### config.mk
export PLATFORM = sky130hd
export DESIGN_NAME = hid_frame_reassembler
export DESIGN_NICKNAME = d
export VERILOG_FILES = /design/src/rtl/core/hidfr_pkg.sv /design/src/rtl/core/hid_frame_reassembler.sv /design/src/rtl/core/hidfr_regs.sv
export VERILOG_INCLUDE_DIRS = /design/src /design/src/rtl/core
export SDC_FILE = /design/constraint.sdc
export NUM_CORES = 1
export LEC_CHECK = 0
export BUFFER_PORTS_ARGS = -buffer_cell sky130_fd_sc_hd__buf_2
export CAP_MARGIN = 40
export CORE_UTILIZATION = 32
export CTS_CLUSTER_DIAMETER = 200
export DETAILED_ROUTE_END_ITERATION = 8
export GPL_ROUTABILITY_DRIVEN = 0
export PLACE_DENSITY = 0.48
export SLEW_MARGIN = 10
export SYNTH_ARGS = -nofsm -noshare
export SYNTH_HDL_FRONTEND = slang
export SYNTH_SLANG_ARGS = --single-unit
### constraint.sdc
create_clock -name i_clk -period 10.57 [get_ports i_clk]
set_input_delay 0.5285 -clock i_clk [delete_from_list [all_inputs] [get_ports i_clk]]
set_output_delay 0.5285 -clock i_clk [all_outputs]
set_load 0.02 [all_outputs]
### src/rtl/core/hid_frame_reassembler_defines.svh
// ----------------------------------------------------------------------------
// HID frame reassembler assertion macros
// Concurrent checks used by the reassembler RTL; empty when SYNTH is set.
// ----------------------------------------------------------------------------
`ifndef HID_FRAME_REASSEMBLER_DEFINES_SVH
`define HID_FRAME_REASSEMBLER_DEFINES_SVH

`ifndef SYNTH
// Same-cycle implication, disabled while reset is low
`define HIDFR_ASSERT_IMP(lbl, clk, rst_n, ante, cons) \
    lbl: assert property (@(posedge clk) disable iff (!rst_n) (ante) |-> (cons)) \
        else $error("hidfr: same-cycle check failed");
// Next-cycle implication, disabled while reset is low
`define HIDFR_ASSERT_NXT(lbl, clk, rst_n, ante, cons) \
    lbl: assert property (@(posedge clk) disable iff (!rst_n) (ante) |=> (cons)) \
        else $error("hidfr: next-cycle check failed");
`else
`define HIDFR_ASSERT_IMP(lbl, clk, rst_n, ante, cons)
`define HIDFR_ASSERT_NXT(lbl, clk, rst_n, ante, cons)
`endif

`endif

### src/rtl/core/hidfr_pkg.sv
// ----------------------------------------------------------------------------
// HID frame reassembler package
// Shared types, register map and report layout constants.
// ----------------------------------------------------------------------------
`default_nettype none

package hidfr_pkg;

    // Configuration port
    localparam int CFG_ADDR_W = 3;
    localparam int CFG_DATA_W = 32;
    localparam logic [0:0] REG_CHANNEL_ID = 1'b0;
    localparam logic [0:0] REG_MAX_LEN    = 1'b1;
    localparam logic [31:0] CHANNEL_ID_RST = 32'hFF00_0000;
    localparam logic [15:0] MAX_LEN_RST    = 16'd5120;

    // Report layout
    localparam int CHAN_BYTES   = 4;
    localparam int POS_TYPE     = 4;
    localparam int POS_COUNT_HI = 5;
    localparam int POS_COUNT_LO = 6;
    localparam int POS_ERR_CODE = 7;
    localparam logic [7:0] TYPE_INIT_BIT = 8'h80;
    localparam logic [7:0] CMD_ERROR     = 8'hBF;
    localparam logic [6:0] SEQ_MASK      = 7'h7F;

    // Result status codes
    localparam logic [1:0] ST_PAYLOAD = 2'd0;
    localparam logic [1:0] ST_DEVERR  = 2'd1;
    localparam logic [1:0] ST_BADSEQ  = 2'd2;
    localparam logic [1:0] ST_LINK    = 2'd3;

    // What to do with the rest of the current report
    typedef enum logic [1:0] {
        ACT_UNDECIDED = 2'd0,
        ACT_SKIP      = 2'd1,
        ACT_ERROR     = 2'd2,
        ACT_MESSAGE   = 2'd3
    } t_action;

    // Configuration seen by the datapath
    typedef struct packed {
        logic [31:0] channel_id;
        logic [15:0] max_len;
    } t_cfg;

endpackage

`default_nettype wire

### src/rtl/core/hid_frame_reassembler.sv
// ----------------------------------------------------------------------------
// HID frame reassembler
// Rebuilds one message from a byte stream of HID reports on one channel.
// ----------------------------------------------------------------------------
// Usage:
//   Slave stream: one report byte per item in tdata, frame_start and
//   link_fail flags in tuser. Master stream: one result item per report
//   byte that produces one (payload byte, device error, invalid sequence,
//   link failure); tlast marks the item that ends or aborts the message.
//   Registers channel_id (0x0) and max_len (0x4) on the APB port must be
//   written while the stream is idle; the block does not enforce this.
//   An item accepted on the slave stream lands in the input register,
//   is decoded into the output register, and its result is presented
//   from there on the master stream.
//   Throughput: one byte per cycle unless a result waits on the master
//   side; the decode is a single pass between the input and output registers.
//   Reset (synchronous, active low) empties both registers, returns to
//   hunting for an init report and loads the register defaults.
//   When the master side stalls, the input register keeps taking items
//   that produce no result; an item with a result waits until the output
//   register frees, and tready drops while it waits.
// ----------------------------------------------------------------------------
`default_nettype none

`include "hid_frame_reassembler_defines.svh"

module hid_frame_reassembler #(
    parameter int REPORT_BYTES = 64
) (
    input  wire logic                             i_clk,
    input  wire logic                             i_rst_n,
    // Slave stream
    input  wire logic                             i_s_axis_tvalid,
    output logic                                  o_s_axis_tready,
    input  wire logic [7:0]                       i_s_axis_tdata,  // [7:0] rx_byte
    input  wire logic [1:0]                       i_s_axis_tuser,  // [0] frame_start, [1] link_fail
    // Master stream
    output logic                                  o_m_axis_tvalid,
    input  wire logic                             i_m_axis_tready,
    output logic [23:0]                           o_m_axis_tdata,  // [7:0] out_byte, [23:8] msg_len
    output logic [2:0]                            o_m_axis_tuser,  // [0] has_byte, [2:1] status
    output logic                                  o_m_axis_tlast,
    // Configuration
    input  wire logic                             psel,
    input  wire logic                             penable,
    input  wire logic                             pwrite,
    input  wire logic [hidfr_pkg::CFG_ADDR_W-1:0] paddr,
    input  wire logic [hidfr_pkg::CFG_DATA_W-1:0] pwdata,
    output logic      [hidfr_pkg::CFG_DATA_W-1:0] prdata,
    output logic                                  pready
);
    import hidfr_pkg::*;

    localparam int POS_W = $clog2(REPORT_BYTES);

    t_cfg w_cfg;

    // Input register
    logic       r_in_valid;
    logic [7:0] r_in_byte;
    logic       r_in_start;
    logic       r_in_fail;

    // Reassembly state
    logic [POS_W-1:0] r_pos,         n_pos;
    logic             r_receiving,   n_receiving;
    t_action          r_action,      n_action;
    logic [31:0]      r_chan,        n_chan;
    logic [7:0]       r_count_high,  n_count_high;
    logic [15:0]      r_bytes_left,  n_bytes_left;
    logic [15:0]      r_deliv_len,   n_deliv_len;
    logic [7:0]       r_exp_seq,     n_exp_seq;

    // Output register
    logic        r_out_valid;
    logic [7:0]  r_out_byte;
    logic        r_out_has;
    logic [1:0]  r_out_status;
    logic        r_out_last;
    logic [15:0] r_out_len;

    // Decode results
    logic             w_res_valid;
    logic [7:0]       w_res_byte;
    logic             w_res_has;
    logic [1:0]       w_res_status;
    logic             w_res_last;
    logic [15:0]      w_res_len;
    logic [POS_W-1:0] w_pos;
    logic [POS_W:0]   w_pos_inc;
    t_action          w_action;
    logic             w_same;
    logic [15:0]      w_count;
    logic [15:0]      w_limited;
    logic [15:0]      w_left_dec;
    logic             w_out_free;
    logic             w_fire;

    hidfr_regs u_regs (
        .i_clk   (i_clk),
        .i_rst_n (i_rst_n),
        .psel    (psel),
        .penable (penable),
        .pwrite  (pwrite),
        .paddr   (paddr),
        .pwdata  (pwdata),
        .prdata  (prdata),
        .pready  (pready),
        .o_cfg   (w_cfg)
    );

    // Handshake: decode the held item when it has no result or its result has somewhere to go
    assign w_out_free      = !r_out_valid || i_m_axis_tready;
    assign w_fire          = r_in_valid && (!w_res_valid || w_out_free);
    assign o_s_axis_tready = !r_in_valid || w_fire;

    // Capture incoming items
    always_ff @(posedge i_clk) begin
        if (!i_rst_n) begin
            r_in_valid <= 1'b0;
        end else if (o_s_axis_tready) begin
            r_in_valid <= i_s_axis_tvalid;
        end
    end

    always_ff @(posedge i_clk) begin
        if (o_s_axis_tready && i_s_axis_tvalid) begin
            r_in_byte  <= i_s_axis_tdata;
            r_in_start <= i_s_axis_tuser[0];
            r_in_fail  <= i_s_axis_tuser[1];
        end
    end

    // Per-byte helpers
    assign w_pos      = r_in_start ? '0 : r_pos;
    assign w_pos_inc  = {1'b0, w_pos} + (POS_W+1)'(1);
    assign w_action   = (w_pos == '0) ? ACT_UNDECIDED : r_action;
    assign w_same     = (r_chan == w_cfg.channel_id);
    assign w_count    = {r_count_high, r_in_byte};
    assign w_limited  = (w_count > w_cfg.max_len) ? w_cfg.max_len : w_count;
    assign w_left_dec = r_bytes_left - 16'd1;

    // Decode one report byte
    always_comb begin
        n_pos        = r_pos;
        n_receiving  = r_receiving;
        n_action     = w_action;
        n_chan       = r_chan;
        n_count_high = r_count_high;
        n_bytes_left = r_bytes_left;
        n_deliv_len  = r_deliv_len;
        n_exp_seq    = r_exp_seq;
        w_res_valid  = 1'b0;
        w_res_byte   = 8'd0;
        w_res_has    = 1'b0;
        w_res_status = ST_PAYLOAD;
        w_res_last   = 1'b0;
        w_res_len    = 16'd0;

        if (r_in_fail) begin
            // Abort on link failure and restart the report
            n_receiving  = 1'b0;
            n_action     = ACT_UNDECIDED;
            n_pos        = '0;
            w_res_valid  = 1'b1;
            w_res_status = ST_LINK;
            w_res_last   = 1'b1;
        end else begin
            // Advance the position, wrapping after a full report
            n_pos = (w_pos_inc >= (POS_W+1)'(REPORT_BYTES)) ? '0 : w_pos_inc[POS_W-1:0];

            if (w_pos < POS_W'(CHAN_BYTES)) begin
                // Shift in the big-endian channel id
                n_chan = {r_chan[23:0], r_in_byte};
            end else if (w_pos == POS_W'(POS_TYPE)) begin
                if (!r_receiving) begin
                    // Hunting: look for an init report on our channel
                    if (!w_same || (r_in_byte & TYPE_INIT_BIT) == 8'd0) begin
                        n_action = ACT_SKIP;
                    end else if (r_in_byte == CMD_ERROR) begin
                        n_action = ACT_ERROR;
                    end else begin
                        n_action    = ACT_MESSAGE;
                        n_receiving = 1'b1;
                        n_exp_seq   = 8'd0;
                    end
                end else if (!w_same) begin
                    n_action = ACT_SKIP;
                end else if (r_in_byte[7] || ({1'b0, r_in_byte[6:0] & SEQ_MASK} != r_exp_seq)) begin
                    // Drop the message on a bad continuation
                    n_receiving  = 1'b0;
                    n_action     = ACT_SKIP;
                    w_res_valid  = 1'b1;
                    w_res_status = ST_BADSEQ;
                    w_res_last   = 1'b1;
                end else begin
                    n_exp_seq = r_exp_seq + 8'd1;
                    n_action  = ACT_MESSAGE;
                end
            end else if (w_action == ACT_ERROR) begin
                // Device error report: deliver the error code
                if (w_pos == POS_W'(POS_ERR_CODE)) begin
                    n_action     = ACT_SKIP;
                    w_res_valid  = 1'b1;
                    w_res_byte   = r_in_byte;
                    w_res_has    = 1'b1;
                    w_res_status = ST_DEVERR;
                    w_res_last   = 1'b1;
                end
            end else if (w_action == ACT_MESSAGE) begin
                if (r_exp_seq == 8'd0 && w_pos == POS_W'(POS_COUNT_HI)) begin
                    n_count_high = r_in_byte;
                end else if (r_exp_seq == 8'd0 && w_pos == POS_W'(POS_COUNT_LO)) begin
                    // Load the limited byte count
                    n_bytes_left = w_limited;
                    n_deliv_len  = w_limited;
                    if (w_limited == 16'd0) begin
                        n_receiving = 1'b0;
                        n_action    = ACT_SKIP;
                        w_res_valid = 1'b1;
                        w_res_last  = 1'b1;
                    end
                end else if (r_bytes_left == 16'd0) begin
                    n_action = ACT_SKIP;
                end else begin
                    // Emit one payload byte
                    n_bytes_left = w_left_dec;
                    w_res_valid  = 1'b1;
                    w_res_byte   = r_in_byte;
                    w_res_has    = 1'b1;
                    if (w_left_dec == 16'd0) begin
                        n_receiving = 1'b0;
                        n_action    = ACT_SKIP;
                        w_res_last  = 1'b1;
                        w_res_len   = r_deliv_len;
                    end
                end
            end
        end
    end

    // Update state when the held item is decoded
    always_ff @(posedge i_clk) begin
        if (!i_rst_n) begin
            r_pos        <= '0;
            r_receiving  <= 1'b0;
            r_action     <= ACT_UNDECIDED;
            r_chan       <= 32'd0;
            r_count_high <= 8'd0;
            r_bytes_left <= 16'd0;
            r_deliv_len  <= 16'd0;
            r_exp_seq    <= 8'd0;
        end else if (w_fire) begin
            r_pos        <= n_pos;
            r_receiving  <= n_receiving;
            r_action     <= n_action;
            r_chan       <= n_chan;
            r_count_high <= n_count_high;
            r_bytes_left <= n_bytes_left;
            r_deliv_len  <= n_deliv_len;
            r_exp_seq    <= n_exp_seq;
        end
    end

    // Output register: load a new result or drain the taken one
    always_ff @(posedge i_clk) begin
        if (!i_rst_n) begin
            r_out_valid <= 1'b0;
        end else if (w_fire && w_res_valid) begin
            r_out_valid <= 1'b1;
        end else if (i_m_axis_tready) begin
            r_out_valid <= 1'b0;
        end
    end

    always_ff @(posedge i_clk) begin
        if (w_fire && w_res_valid) begin
            r_out_byte   <= w_res_byte;
            r_out_has    <= w_res_has;
            r_out_status <= w_res_status;
            r_out_last   <= w_res_last;
            r_out_len    <= w_res_len;
        end
    end

    assign o_m_axis_tvalid = r_out_valid;
    assign o_m_axis_tdata  = {r_out_len, r_out_byte};
    assign o_m_axis_tuser  = {r_out_status, r_out_has};
    assign o_m_axis_tlast  = r_out_last;

    // Only payload bytes may leave a message open
    `HIDFR_ASSERT_IMP(a_open_is_payload, i_clk, i_rst_n, r_out_valid && !r_out_last, r_out_status == ST_PAYLOAD && r_out_has)
    // A non-final result leaves the block receiving
    `HIDFR_ASSERT_NXT(a_open_keeps_rx, i_clk, i_rst_n, w_fire && w_res_valid && !w_res_last, r_receiving)
    // Never overwrite a result the receiver has not taken
    `HIDFR_ASSERT_IMP(a_no_overwrite, i_clk, i_rst_n, r_out_valid && !i_m_axis_tready && w_res_valid, !w_fire)
    // Device error reports are only seen while hunting
    `HIDFR_ASSERT_IMP(a_err_hunting, i_clk, i_rst_n, r_action == ACT_ERROR, !r_receiving)
    // A length is reported only on a closing payload result
    `HIDFR_ASSERT_IMP(a_len_on_close, i_clk, i_rst_n, r_out_valid && r_out_len != 16'd0, r_out_last && r_out_status == ST_PAYLOAD)

endmodule

`default_nettype wire

### src/rtl/core/hidfr_regs.sv
// ----------------------------------------------------------------------------
// HID frame reassembler configuration registers
// APB-style register file holding the channel id and the length limit.
// ----------------------------------------------------------------------------
`default_nettype none

module hidfr_regs (
    input  wire logic                             i_clk,
    input  wire logic                             i_rst_n,
    input  wire logic                             psel,
    input  wire logic                             penable,
    input  wire logic                             pwrite,
    input  wire logic [hidfr_pkg::CFG_ADDR_W-1:0] paddr,
    input  wire logic [hidfr_pkg::CFG_DATA_W-1:0] pwdata,
    output logic      [hidfr_pkg::CFG_DATA_W-1:0] prdata,
    output logic                                  pready,
    output hidfr_pkg::t_cfg                       o_cfg
);
    import hidfr_pkg::*;

    logic [31:0] r_channel_id;
    logic [15:0] r_max_len;
    logic        w_wr;
    logic [0:0]  w_idx;

    assign pready = 1'b1;
    assign w_wr   = psel && penable && pwrite && pready;
    assign w_idx  = paddr[2:2];

    // Write on the access phase
    always_ff @(posedge i_clk) begin
        if (!i_rst_n) begin
            r_channel_id <= CHANNEL_ID_RST;
            r_max_len    <= MAX_LEN_RST;
        end else if (w_wr) begin
            case (w_idx)
                REG_CHANNEL_ID: r_channel_id <= pwdata;
                REG_MAX_LEN:    r_max_len    <= pwdata[15:0];
                default: ;
            endcase
        end
    end

    // Read back
    always_comb begin
        case (w_idx)
            REG_CHANNEL_ID: prdata = r_channel_id;
            REG_MAX_LEN:    prdata = {16'd0, r_max_len};
            default:        prdata = '0;
        endcase
    end

    assign o_cfg.channel_id = r_channel_id;
    assign o_cfg.max_len    = r_max_len;

endmodule

`default_nettype wire
; ---- Word-level counts from Yosys, hierarchy flattened
; Cells that the tools add are included.
[word_totals]
word_cells = 172
output_inout_bits = 63
reg_bits = 177
in_bits = 52
[op_classes]
muxes = 84
n_eq_ne = 19
order_cmp = 3
n_reduce_logical = 35
add_sub_neg = 3
bitwise = 8
[ops]
columns = op, n
row1 = two-way mux 8 bit, 11
row2 = one-hot mux 32 bit (2 select lines), 1
row3 = logical NOT 16 bit, 3
row4 = two-way mux 16 bit, 3
row5 = two-way mux 1 bit, 45
row6 = two-way mux 2 bit, 21
row7 = == test 32 bit, 1
row8 = AND reduction 8 bit, 4
row9 = "== test 6 x 3 -> 1 bit, second input constant", 4
row10 = two-way mux 6 bit, 3
row11 = greater-than comparator 16 bit, 1
row12 = logical NOT 8 bit, 2
row13 = "subtractor 16 x 1 -> 16 bit, second input constant", 1
row14 = "!= test 2 bit, second input constant", 5
row15 = OR reduction 9 bit, 1
row16 = "adder 8 x 1 -> 8 bit, second input constant", 1
row17 = "== test 8 bit, second input constant", 1
row18 = != test 7 x 8 -> 1 bit, 1
row19 = inverter 1 bit, 8
row20 = "adder 6 x 1 -> 7 bit, second input constant", 1
row21 = "greater-or-equal comparator 7 bit, second input constant", 1
row22 = logical AND 1 bit, 7
row23 = AND reduction 7 bit, 1
row24 = logical NOT 6 bit, 1
row25 = 14 further kinds, 24

; ---- Depth between registers and ports, before layout
; Gate-level depths: netlist of run 1.
[depth]
depth_word = 16
ltp_mapped = 14

; ---- Modules after synthesis
; A second synthesis of run 1 with hierarchy kept.
[hier_totals]
cells_unflattened = 1064
hier_area_um2 = 9526.6
[by_module_without_submodules]
columns = module, instances, area_per_inst_um2, cells_per_inst
row1 = hid_frame_reassembler, 1, 7278.2, 831
row2 = hidfr_regs, 1, 2248.4, 233

; ---- Least setup slack after synthesis of run 1
; Ideal clock, no wire load.
[synth_path]
path_kind = reg-to-reg
start = register r_in_byte[1]
end = register r_out_last (netlist: o_m_axis_tlast) (enable)
t_required_ns = 10.157
slack_ns = 6.400
arrival_time_ns = 3.757
path_buffers = 2
path_stages_with_launch = 12
period_less_slack_ns = 4.170
path_cell_list = edfxtp_1 ha_1 nor2b_1 o211ai_1 a2111o_1 a31oi_4 mux2i_1 a211oi_2 o211ai_1 buf_2 buf_2 nor2_1
[synth_via]
elab_chain_len = 15
elab_cells_between_ends = 20
[synth_lines]
columns = item, line
row1 = "start, declared", hid_frame_reassembler.sv:60  ; logic [7:0] r_in_byte;
row2 = "start signal, assigned", hid_frame_reassembler.sv:128  ; r_in_byte <= i_s_axis_tdata;
row3 = greater-than comparator 16 bit, hid_frame_reassembler.sv:140  ; assign w_limited = (w_count > w_cfg.max_len) ? w_cfg.max_len : w_count;
row4 = two-way mux 16 bit, hid_frame_reassembler.sv:140
row5 = logical NOT 16 bit, hid_frame_reassembler.sv:217  ; if (w_limited == 16'd0) begin
row6 = two-way mux 1 bit, hid_frame_reassembler.sv:217
row7 = two-way mux 1 bit, hid_frame_reassembler.sv:213  ; end else if (r_exp_seq == 8'd0 && w_pos == POS_W'(POS_COUNT_LO)) begin
row8 = two-way mux 1 bit, hid_frame_reassembler.sv:211  ; if (r_exp_seq == 8'd0 && w_pos == POS_W'(POS_COUNT_HI)) begin
row9 = two-way mux 1 bit, hid_frame_reassembler.sv:210  ; end else if (w_action == ACT_MESSAGE) begin
row10 = two-way mux 1 bit, hid_frame_reassembler.sv:200  ; end else if (w_action == ACT_ERROR) begin
row11 = two-way mux 1 bit (*), hid_frame_reassembler.sv:175  ; end else if (w_pos == POS_W'(POS_TYPE)) begin
row12 = two-way mux 1 bit (*), hid_frame_reassembler.sv:172  ; if (w_pos < POS_W'(CHAN_BYTES)) begin
row13 = two-way mux 1 bit (*), hid_frame_reassembler.sv:160  ; if (r_in_fail) begin
row14 = logical NOT 1 bit, hid_frame_reassembler.sv:114  ; assign w_fire = r_in_valid && (!w_res_valid || w_out_free);
row15 = logical OR 1 bit, hid_frame_reassembler.sv:114
row16 = logical AND 1 bit, hid_frame_reassembler.sv:114
row17 = logical AND 1 bit (*), hid_frame_reassembler.sv:277  ; if (w_fire && w_res_valid) begin
row18 = "end signal, assigned", hid_frame_reassembler.sv:281  ; r_out_last <= w_res_last;
row19 = "end, declared", hid_frame_reassembler.sv:79  ; logic r_out_last;
; Mark *: on every way between the ends. The rest lies on a longest branch, timed or not.
; A chain may end at the register's enable or synchronous reset.

; ---- Worst setup path after layout of run 1
[layout_path]
start = register r_in_byte[1]
end = output port o_s_axis_tready
[layout_via]
elab_chain_len = 15
elab_cells_between_ends = 20
[layout_lines]
columns = item, line
row1 = greater-than comparator 16 bit, hid_frame_reassembler.sv:140
row2 = two-way mux 16 bit, hid_frame_reassembler.sv:140
row3 = logical NOT 16 bit, hid_frame_reassembler.sv:217
row4 = two-way mux 1 bit, hid_frame_reassembler.sv:217
row5 = two-way mux 1 bit, hid_frame_reassembler.sv:213
row6 = two-way mux 1 bit, hid_frame_reassembler.sv:211
row7 = two-way mux 1 bit, hid_frame_reassembler.sv:210
row8 = two-way mux 1 bit, hid_frame_reassembler.sv:200
row9 = two-way mux 1 bit (*), hid_frame_reassembler.sv:175
row10 = two-way mux 1 bit (*), hid_frame_reassembler.sv:172
row11 = two-way mux 1 bit (*), hid_frame_reassembler.sv:160
row12 = logical NOT 1 bit (*), hid_frame_reassembler.sv:114
row13 = logical OR 1 bit (*), hid_frame_reassembler.sv:114
row14 = logical AND 1 bit (*), hid_frame_reassembler.sv:114
row15 = logical OR 1 bit (*), hid_frame_reassembler.sv:115  ; assign o_s_axis_tready = !r_in_valid || w_fire;
row16 = "end, declared", hid_frame_reassembler.sv:34  ; output logic o_s_axis_tready,
; Marked as above.

==> metrics.yaml, run 1 <==
final_common_cell: "nand2_1"
synthFlopType: "dfxtp_1"
slowest_delay_ps: 600
synthTopCellsByArea: "dfxtp_1 (31%), edfxtp_1 (13%), nand2_1 (9.5%), a21oi_1 (5.5%), xnor2_1 (3.7%)"
routedWlPerCell_um: 17.43
grt_pass1_wl_um: 41900
dp_slack_ps: 6041
routed.top_layer: "met4"
relSlewSlack: 0.4387
worstPathArrival_ps: 4030
power.density_nw_per_um2: 137.9
ys_seq_area_frac: 0.4340
htreeDepth: 4
setup_slack_ps: 6009
setup_viol: 0
cp-start-kind: "flip-flop"
die_area_um2: 28930
cap_violations: 0
ys_seq_elements: 177
fp.dieW_um: 170.1
fmax_mhz: 219.2
worstPathCellList: "ha_1, nor2b_1, o211ai_1, a2111o_1, a31oi_4, mux2i_1, a211oi_2, o21a_1, nor2_1, inv_1, buf_2"
ant_nets: 0
synthToLayoutAreaGrowth_pct: 16.17
tns_ps: 0
wl_met1_um: 13630
rows: 61
finalInstanceArea_um2: 10500
worst_pin_slew_ps: 839.4
post_dp_cell_area_um2: 9910
finalCriticalPeriod_ps: 4561
vias: 7880
clk_path_buf_depth: 2
stdcell_count: 1537
fin_skew_ps: 16.43
drive_gt1_frac: 0.1691
layout_common_cells: "nand2_1 (229), dfxtp_1 (139), buf_2 (112)"
hold_path_class: "input port to flip-flop"
start_util: 0.3254
syn_area_um2: 9040
n_fill_cell: 2919
grt_setup_unrepaired: "false"
io-pin-count: 115
synth_top_area_frac: 0.3078
path_delay_family: "compound AO/OA/AOI/OAI gates"
vdd_ir_drop_max_v: 0.00009477
p_clk_frac: 0.441
met2_length_um: 11540
syn_inst: 1071
clk_pin_slew_ps: 70
first_pass_iters: 5
cts.sinks: 177
power.switching_uw: 397.3
syn-num-nets: 1147
grt_pass1_vias: 7127
hold_buffers: 0
cts_buffers: 17
fp.coreArea_um2: 27780
cts_tree: "built"
grt_usage: 0.1884
post_cts_resized: 0
cts_setup_buffers: 0
yosys_warnings: 0
drc: 0
num_antenna_cells: 0
switching_share: 0.2744
async_flop_share: 0
die_h_um: 170.1
slew_viol_final: 0
pwr-share-comb: 0.065
wl_met3_um: 1249
synthDistinctLibCells: 61
crit_path_end_kind: "output pin"
p_int_mw: 1.051
status: "complete, no violations"
port-buffer-count: 111
place_hpwl_um: 19160
cts_root_buf: "clkbuf_16"
synth_top_area_cell: "dfxtp_1"
slowest_stage: "edfxtp_1"
dp_cells: 1505
seq_power_share: 0.494
dr.first_iter.drc_count: 500
drt-total-wl_um: 26790
syn_area_per_cell_um2: 8.441
final_nets: 1222
clkLatencyLatePin_ps: 440
via_per_inst: 5.127
fin_util: 0.3780
critPathBufInv: 2
antenna_found_initial: 0
crit_fanout: 19
worstPathRequired_ps: 10040
grt_max_degree: 61
finalHoldViolCount: 0
grt_overflow: 0
post-route-period-util: 0.4315
synth_edf_count: 38
crit_type: "flip-flop to output pin"
p_leak_nw: 3.940
[registers in the layout (all words and copies together) (netlist names), 16 cells and up]
signal,flops
u_regs.r_max_len,16
r_out_len,16
r_deliv_len,16
r_chan,32
u_regs.r_channel_id,32
r_bytes_left,16
[synthesized netlist by cell type (3+ instances only)]
library cell    n
nand3b_1        3
mux2i_1        23
o211ai_1       18
ha_1           24
buf_1           6
o311ai_0       10
nor4_1         20
or2_2           4
xnor2_1        38
edfxtp_1       38
nor3_1         20
o41ai_1        10
and3_1          6
nand4_1        23
nand2b_1        7
clkbuf_1       53
nor2_1         45
o31ai_1         6
or3_1           9
o21ai_0        22
a31oi_1         3
and2_1         22
mux2_2         25
or4_1           9
dfxtp_1       139
o21a_1          7
a21oi_1       100
nand2_1       229
xor2_1          7
inv_1          32
nand3_1        35
o22ai_1         5
a211oi_1        4
buf_2           9
nor2b_1        30
[power by group through the flow]
stage / clock [mW] / sequential (mW) / combinational (mW)
2_1_floorplan: 0 / 0.725 / 0.0593
3_3_place_gp: 0 / 0.731 / 0.0938
3_5_place_dp: 0 / 0.731 / 0.0944
4_1_cts: 0.656 / 0.716 / 0.0946
5_1_grt: 0.680 / 0.717 / 0.104
6_report: 0.638 / 0.716 / 0.0937
[cells by family (layout without fill, tap and decap cells)]
group | count (synthesis) | after routing | synth area share
muxes | 48 | 48 | 0.05661
DFF | 177 | 177 | 0.4340
buffers and inverters | 102 | 190 | 0.04443
and+or+nand+nor | 475 | 475 | 0.2509
other | 1 | 1 | 0.0004148
adders and majority gates | 24 | 24 | 0.03322
AOI/OAI and AO/OA | 199 | 199 | 0.1367
xor gates and xnor gates | 45 | 45 | 0.04360
[per-layer routing]
metal,vias to the layer above,GRT usage
met5,-,0
met4,0,0.04935
met3,24,0.02953
met2,200,0.2748
met1,3752,0.2837
li1,3904,-
[final cells by class]
cell class,count,area [um2],share of cell area
sequential,177,3924,0.3736
multi-input combinational,792,4720,0.4494
clock inverter,15,166.4,0.01585
clock buffer,17,425.4,0.04051
inverter,32,120.1,0.01144
timing repair buffer,126,673.1,0.06410
tap,378,473.0,0.04504
[through the flow]
step,total power [mW],hold slack [ps]
2_1_floorplan,0.7840,430.1
3_3_place_gp,0.8252,437.4
3_5_place_dp,0.8258,447.6
4_1_cts,1.466,249.3
5_1_grt,1.501,247.0
6_report,1.448,267.6
[final timing paths]
path | from | endpoint | slack [ps] | cells past startpoint
worst max-delay path | r_in_byte[1] | o_s_axis_tready | 6010 | 11
worst min register to register | r_deliv_len[6] | r_deliv_len[6] | 450 | 2
worst max register to register | r_in_byte[1] | r_bytes_left[1] | 6020 | 11
worst min-delay path | i_s_axis_tuser[1] | r_in_fail | 270 | 1
No activity file was read; power rests on OpenSTA's default activity.
==> run 2: changes to the inputs <==
--- a/config.mk
+++ b/config.mk
@@ -6,6 +6,7 @@
 export SDC_FILE = /design/constraint.sdc
 export NUM_CORES = 1
 export LEC_CHECK = 0
+export ABC_AREA = 1
 export BUFFER_PORTS_ARGS = -buffer_cell sky130_fd_sc_hd__buf_2
 export CAP_MARGIN = 40
 export CORE_UTILIZATION = 32
==> constraint.sdc (replaced) <==
create_clock -name i_clk -period 4.45 [get_ports i_clk]
set_input_delay 0.2225 -clock i_clk [delete_from_list [all_inputs] [get_ports i_clk]]
set_output_delay 0.2225 -clock i_clk [all_outputs]
set_load 0.02 [all_outputs]
==> run 2 against run 1 <==
Clock power rose by 150%. Critical path depth rose by 12. Sequential cell count did not move. Combinational power rose to 3.0 times the previous value. Critical path type is now flip-flop to flip-flop. Worst setup slack got worse by 5400 ps.
==> metrics.yaml, run 2 <==
fmax_mhz: 257.0
ys_seq_elements: 177
drt-total-wl_um: 27810
relSlewSlack: 0.4141
synthFlopType: "dfxtp_1"
worstPathArrival_ps: 4230
synthMuxAreaShare: 0
rows: 62
status: "complete, no violations"
dr.first_iter.drc_count: 566
grt_setup_unrepaired: "false"
crit_path_end_kind: "flip-flop"
post_cts_resized: 0
via_per_inst: 4.682
antenna_found_initial: 0
start_util: 0.3250
slowest_stage: "dfxtp_1"
ys_seq_area_frac: 0.4218
path_common_cell: "nand2_1"
num_antenna_cells: 0
yosys.area_share.xor_xnor: 0.01318
syn-num-nets: 1392
worstPathRequired_ps: 4790
drive_gt1_frac: 0.1549
finalCriticalPeriod_ps: 3891
syn_area_per_cell_um2: 7.069
grt_pass1_vias: 8036
drc: 0
grt_pass1_wl_um: 44080
synthDistinctLibCells: 45
ant_nets: 0
clk_path_buf_depth: 2
post-route-period-util: 0.8744
yosys_warnings: 0
crit_type: "flip-flop to flip-flop"
synthAdderAreaFrac: 0.03228
critPathBufInv: 1
grt_overflow: 0
whs_ps: 11.13
cts_root_buf: "clkbuf_16"
worst_pin_slew_ps: 878.8
synth.cells.most_frequent: "nand2_1 (281), nor2_1 (181), inv_1 (161), dfxtp_1 (139), a21oi_1 (111)"
routedWlPerCell_um: 15.25
cap_violations: 0
fp.dieW_um: 172.5
cts_setup_buffers: 0
synth_top_family_by_area: "simple AND/OR/NAND/NOR gates"
fp.coreArea_um2: 28630
htreeDepth: 4
synth_compound_area_frac: 0.1291
fin_skew_ps: 22.22
slowest_delay_ps: 400
worstPathCellList: "inv_1, ha_1, nand2_1, nor3_2, nand2_1, nand2_2, nand2_4, o21ai_0, nor2_1, nand2_1, nor2_1, nand2_1, nand2_1, nand2_1, nand2_1, nand2_2, nand2_4, nand2_4, nand2_2, nor2_2, nand2_2, nor2_1, nor2_1"
syn_inst: 1316
post-synth-top-count-cell: "nand2_1"
cp-start-kind: "flip-flop"
power.density_nw_per_um2: 321.5
place_hpwl_um: 20150
synthTopCellsByArea: "dfxtp_1 (30%), edfxtp_1 (12%), nand2_1 (11%), nor2_1 (7.3%), inv_1 (6.5%)"
grt_usage: 0.1875
finalInstanceArea_um2: 11040
hold_path_class: "input port to flip-flop"
hold_buffers: 16
yosys.area_share.simple: 0.3068
die_area_um2: 29760
die_h_um: 172.5
cts_tree: "built"
p_leak_nw: 4.801
synth_edf_count: 38
synth_top_area_cell: "dfxtp_1"
synth_top_area_frac: 0.2991
finalHoldViolCount: 0
vdd_ir_drop_max_v: 0.0001689
synthToLayoutAreaGrowth_pct: 18.71
io-pin-count: 115
path_delay_family: "simple AND/OR/NAND/NOR gates"
crit_fanout: 17
largestRegisters: "r_chan x32, u_regs.r_channel_id x32"
post_dp_cell_area_um2: 10260
syn_area_um2: 9303
setup_viol: 0
final_nets: 1503
tns_ps: 0
vias: 8540
cts_buffers: 17
slew_viol_final: 0
async_flop_share: 0
clk_pin_slew_ps: 80
grt_max_degree: 79
cts.sinks: 177
final_common_cell: "nand2_1"
port-buffer-count: 111
clkLatencyLatePin_ps: 440
first_pass_iters: 7
layout_common_cells: "nand2_1 (281), nor2_1 (180), inv_1 (161)"
==> run 2: changes by cell type after synthesis, sizes merged, moves of 23 or more <==
cell / delta
mux2i: -23
inv: +131
or2: +28
mux2: -25
nand2: +60
nand3: +31
xnor2: -36
nor2b: -30
o21ai: +73
nor2: +140
==> run 2: cell families after synthesis <==
logic type / Yosys count
xor gates and xnor gates: 14
DFF: 177
adders and majority gates: 24
buffers and inverters: 223
and+or+nand+nor: 649
other: 1
AOI/OAI and AO/OA: 228
==> run 2: layer usage <==
metal / share of wire / up-vias / GRT usage
met2: 0.46 / 201 / 0.2997
met4: 0.018 / 0 / 0.05618
met1: 0.49 / 3821 / 0.2592
li1: - / 4488 / -
met5: 0 / - / 0
met3: 0.038 / 30 / 0.02874
==> run 2: power breakdown <==
group / internal, mW / switching [mW] / total, mW / leakage [nW]
Clock: 0.801 / 0.786 / 1.59 / 0.304
Sequential: 1.66 / 0.0209 / 1.69 / 1.52
Combinational: 0.0939 / 0.183 / 0.277 / 2.98
==> run 2: area by class of cell <==
class / count / area (um2)
clock buffer: 18 / 450.4
clock inverter: 14 / 175.2
fill: 3037 / 17580
inverter: 164 / 615.6
multi-input combinational: 916 / 4484
sequential: 177 / 3924
tap: 384 / 480.5
timing repair buffer: 151 / 913.4
==> run 2: tightest hold or removal path, stage by stage <==
cell,delay (ps)
buf_2,70
a21oi_1,50
o21ai_0,60
==> run 2: path summary, 6_finish.rpt <==
path                        start                       to  depth (start not counted)  slack, ps
min                    pwdata[31]  u_regs.r_channel_id[31]                          3         10
max reg2reg  u_regs.r_max_len[13]          r_deliv_len[11]                         23        560
min reg2reg              r_pos[4]                 r_pos[4]                          2        470
max          u_regs.r_max_len[13]          r_deliv_len[11]                         23        560
==> run 2: per-stage QoR <==
step,util,cells,total power [mW],setup WS [ps]
after CTS,0.3858,1824,3.588,538.2
after detailed placement,0.3583,1776,1.992,552.1
final,0.3858,1824,3.550,559.1
after global routing,0.3858,1824,3.691,177.6
after global placement,0.3576,1774,1.991,631.3
after floorplan,-,1316,1.882,1066
==> run 3: changes to the inputs <==
--- a/config.mk
+++ b/config.mk
@@ -13,7 +13,7 @@
 export CTS_CLUSTER_DIAMETER = 200
 export DETAILED_ROUTE_END_ITERATION = 8
 export GPL_ROUTABILITY_DRIVEN = 0
-export PLACE_DENSITY = 0.48
+export PLACE_DENSITY_LB_ADDON = 0.2
 export SLEW_MARGIN = 10
 export SYNTH_ARGS = -nofsm -noshare
 export SYNTH_HDL_FRONTEND = slang
==> run 3 against run 2 <==
Sequential power about the same. Via count increased by 1.8%. Critical path depth increased by 2. First-iteration DRC count increased by 5.8%. Critical path type is now flip-flop to output pin. Register-to-register slack improved by 160 ps. Highest routed layer unchanged.
==> metrics.yaml, run 3 (same netlist as run 2, synthesis figures left out) <==
layout_common_cells: "nand2_1 (281), nor2_1 (180), inv_1 (161)"
dr.first_iter.drc_count: 599
cts_tree: "built"
clkLatencyLatePin_ps: 440
dp_slack_ps: 689.2
grt_pass1_wl_um: 43300
worstRegToRegCells: 26
whs_ps: 45.16
worstPathArrival_ps: 3520
finalPower_mw: 3.548
multiInputGateArea_um2: 4484
worstPathRequired_ps: 4230
die_area_um2: 29760
slowest_stage: "edfxtp_1"
finalCriticalPeriod_ps: 3738
grt_use_met3: 0.02785
grt_usage: 0.1834
path_common_cell: "nand2_1"
vdd_ir_drop_max_v: 0.0001770
clk_path_buf_depth: 2
final_nets: 1506
vias: 8695
switching_share: 0.2783
crit_fanout: 17
drive_gt1_frac: 0.1552
fin_util: 0.3867
clk_pin_slew_ps: 70
htreeDepth: 4
fmax_mhz: 267.5
p_leak_nw: 4.818
post-route-period-util: 0.8400
synthToLayoutAreaGrowth_pct: 19.00
p_clk_frac: 0.446
drt-total-wl_um: 27010
cp-start-kind: "flip-flop"
n_fill_cell: 3067
finalHoldViolCount: 0
worst_pin_slew_ps: 889.4
port-buffer-count: 111
cts_root_buf: "clkbuf_16"
num_antenna_cells: 0
hold_path_class: "input port to flip-flop"
grt_setup_unrepaired: "false"
first_pass_iters: 5
use_met2: 0.2955
antenna_found_initial: 0
relSlewSlack: 0.4016
die_h_um: 172.5
cts_setup_buffers: 0
seq_power_share: 0.475
pwr-share-comb: 0.078
via_per_inst: 4.759
routedWlPerCell_um: 14.79
ant_nets: 0
fin_skew_ps: 17.80
slew_viol_final: 0
grt.busiest_layer: "met2"
drc: 0
status: "complete, no violations"
p_int_mw: 2.561
met1_usage: 0.2529
grt_pass1_vias: 7983
power.switching_uw: 987.5
cts.sinks: 177
tns_ps: 0
power.density_nw_per_um2: 320.5
grt_overflow: 0
setup_viol: 0
rows: 62
cap_violations: 0
cts_buffers: 17
largestRegisters: "r_chan x32, u_regs.r_channel_id x32"
slowest_delay_ps: 490
io-pin-count: 115
register_area_um2: 3924
final_common_cell: "nand2_1"
setup_slack_ps: 712.2
fp.coreArea_um2: 28630
place_hpwl_um: 19880
fp.dieW_um: 172.5
crit_type: "flip-flop to output pin"
hold_path_depth: 3
start_util: 0.3250
grt_max_degree: 79
crit_path_end_kind: "output pin"
run 3: area by class of cell:
| type | instances | share of cell area |
|---|---|---|
| Clock buffer | 18 | 0.04069 |
| Clock inverter | 14 | 0.01605 |
| Inverter | 164 | 0.05561 |
| Multi-Input combinational cell | 916 | 0.4051 |
| Sequential cell | 177 | 0.3544 |
| Tap cell | 384 | 0.04340 |
| Timing Repair Buffer | 154 | 0.08477 |
run 3: power groups by stage:
stage                     Combinational, mW  Clock [mW]  Sequential, mW
after floorplan                       0.161           0            1.72
after global placement                0.265           0            1.72
after detailed placement              0.267           0            1.72
after CTS                             0.281        1.62            1.69
after global routing                  0.309        1.69            1.69
final                                 0.278        1.58            1.69
run 3: stage by stage:
| stage | cells | area, um2 |
|---|---|---|
| finish | 1827 | 11070 |
| global route | 1827 | 11070 |
| CTS | 1827 | 11070 |
| detailed placement | 1777 | 10260 |
| global placement | 1775 | 10240 |
| floorplan | 1316 | 9303 |
run 3: worst paths after layout:
| path | startpoint | endpoint | slack, ps |
|---|---|---|---|
| min | pwdata[12] | u_regs.r_max_len[12] | 50 |
| max reg2reg | r_in_byte[0] | r_count_high[0] | 720 |
| max | r_in_byte[0] | o_s_axis_tready | 710 |
| min reg2reg | r_pos[4] | r_pos[4] | 470 |
run 3: worst max-delay path: cells and delay by family, from the launching register on:
kind | cells | cell delay [ps]
simple gates | 21 | 1970
flops | 1 | 490
buf+inv | 3 | 400
fa+ha+maj | 1 | 220
run 3: routing by layer:
metal	vias up	share of wire
met5	-	0
met4	0	0.017
met3	28	0.044
met2	206	0.47
met1	3968	0.47
li1	4493	-
run 3: repair_timing:
item                                   in CTS  in global routing
hold buffers                               18                  0
setup endpoints to repair                   0                  0
gates resized for setup                     0                  0
endpoints found under the hold margin      18                  0
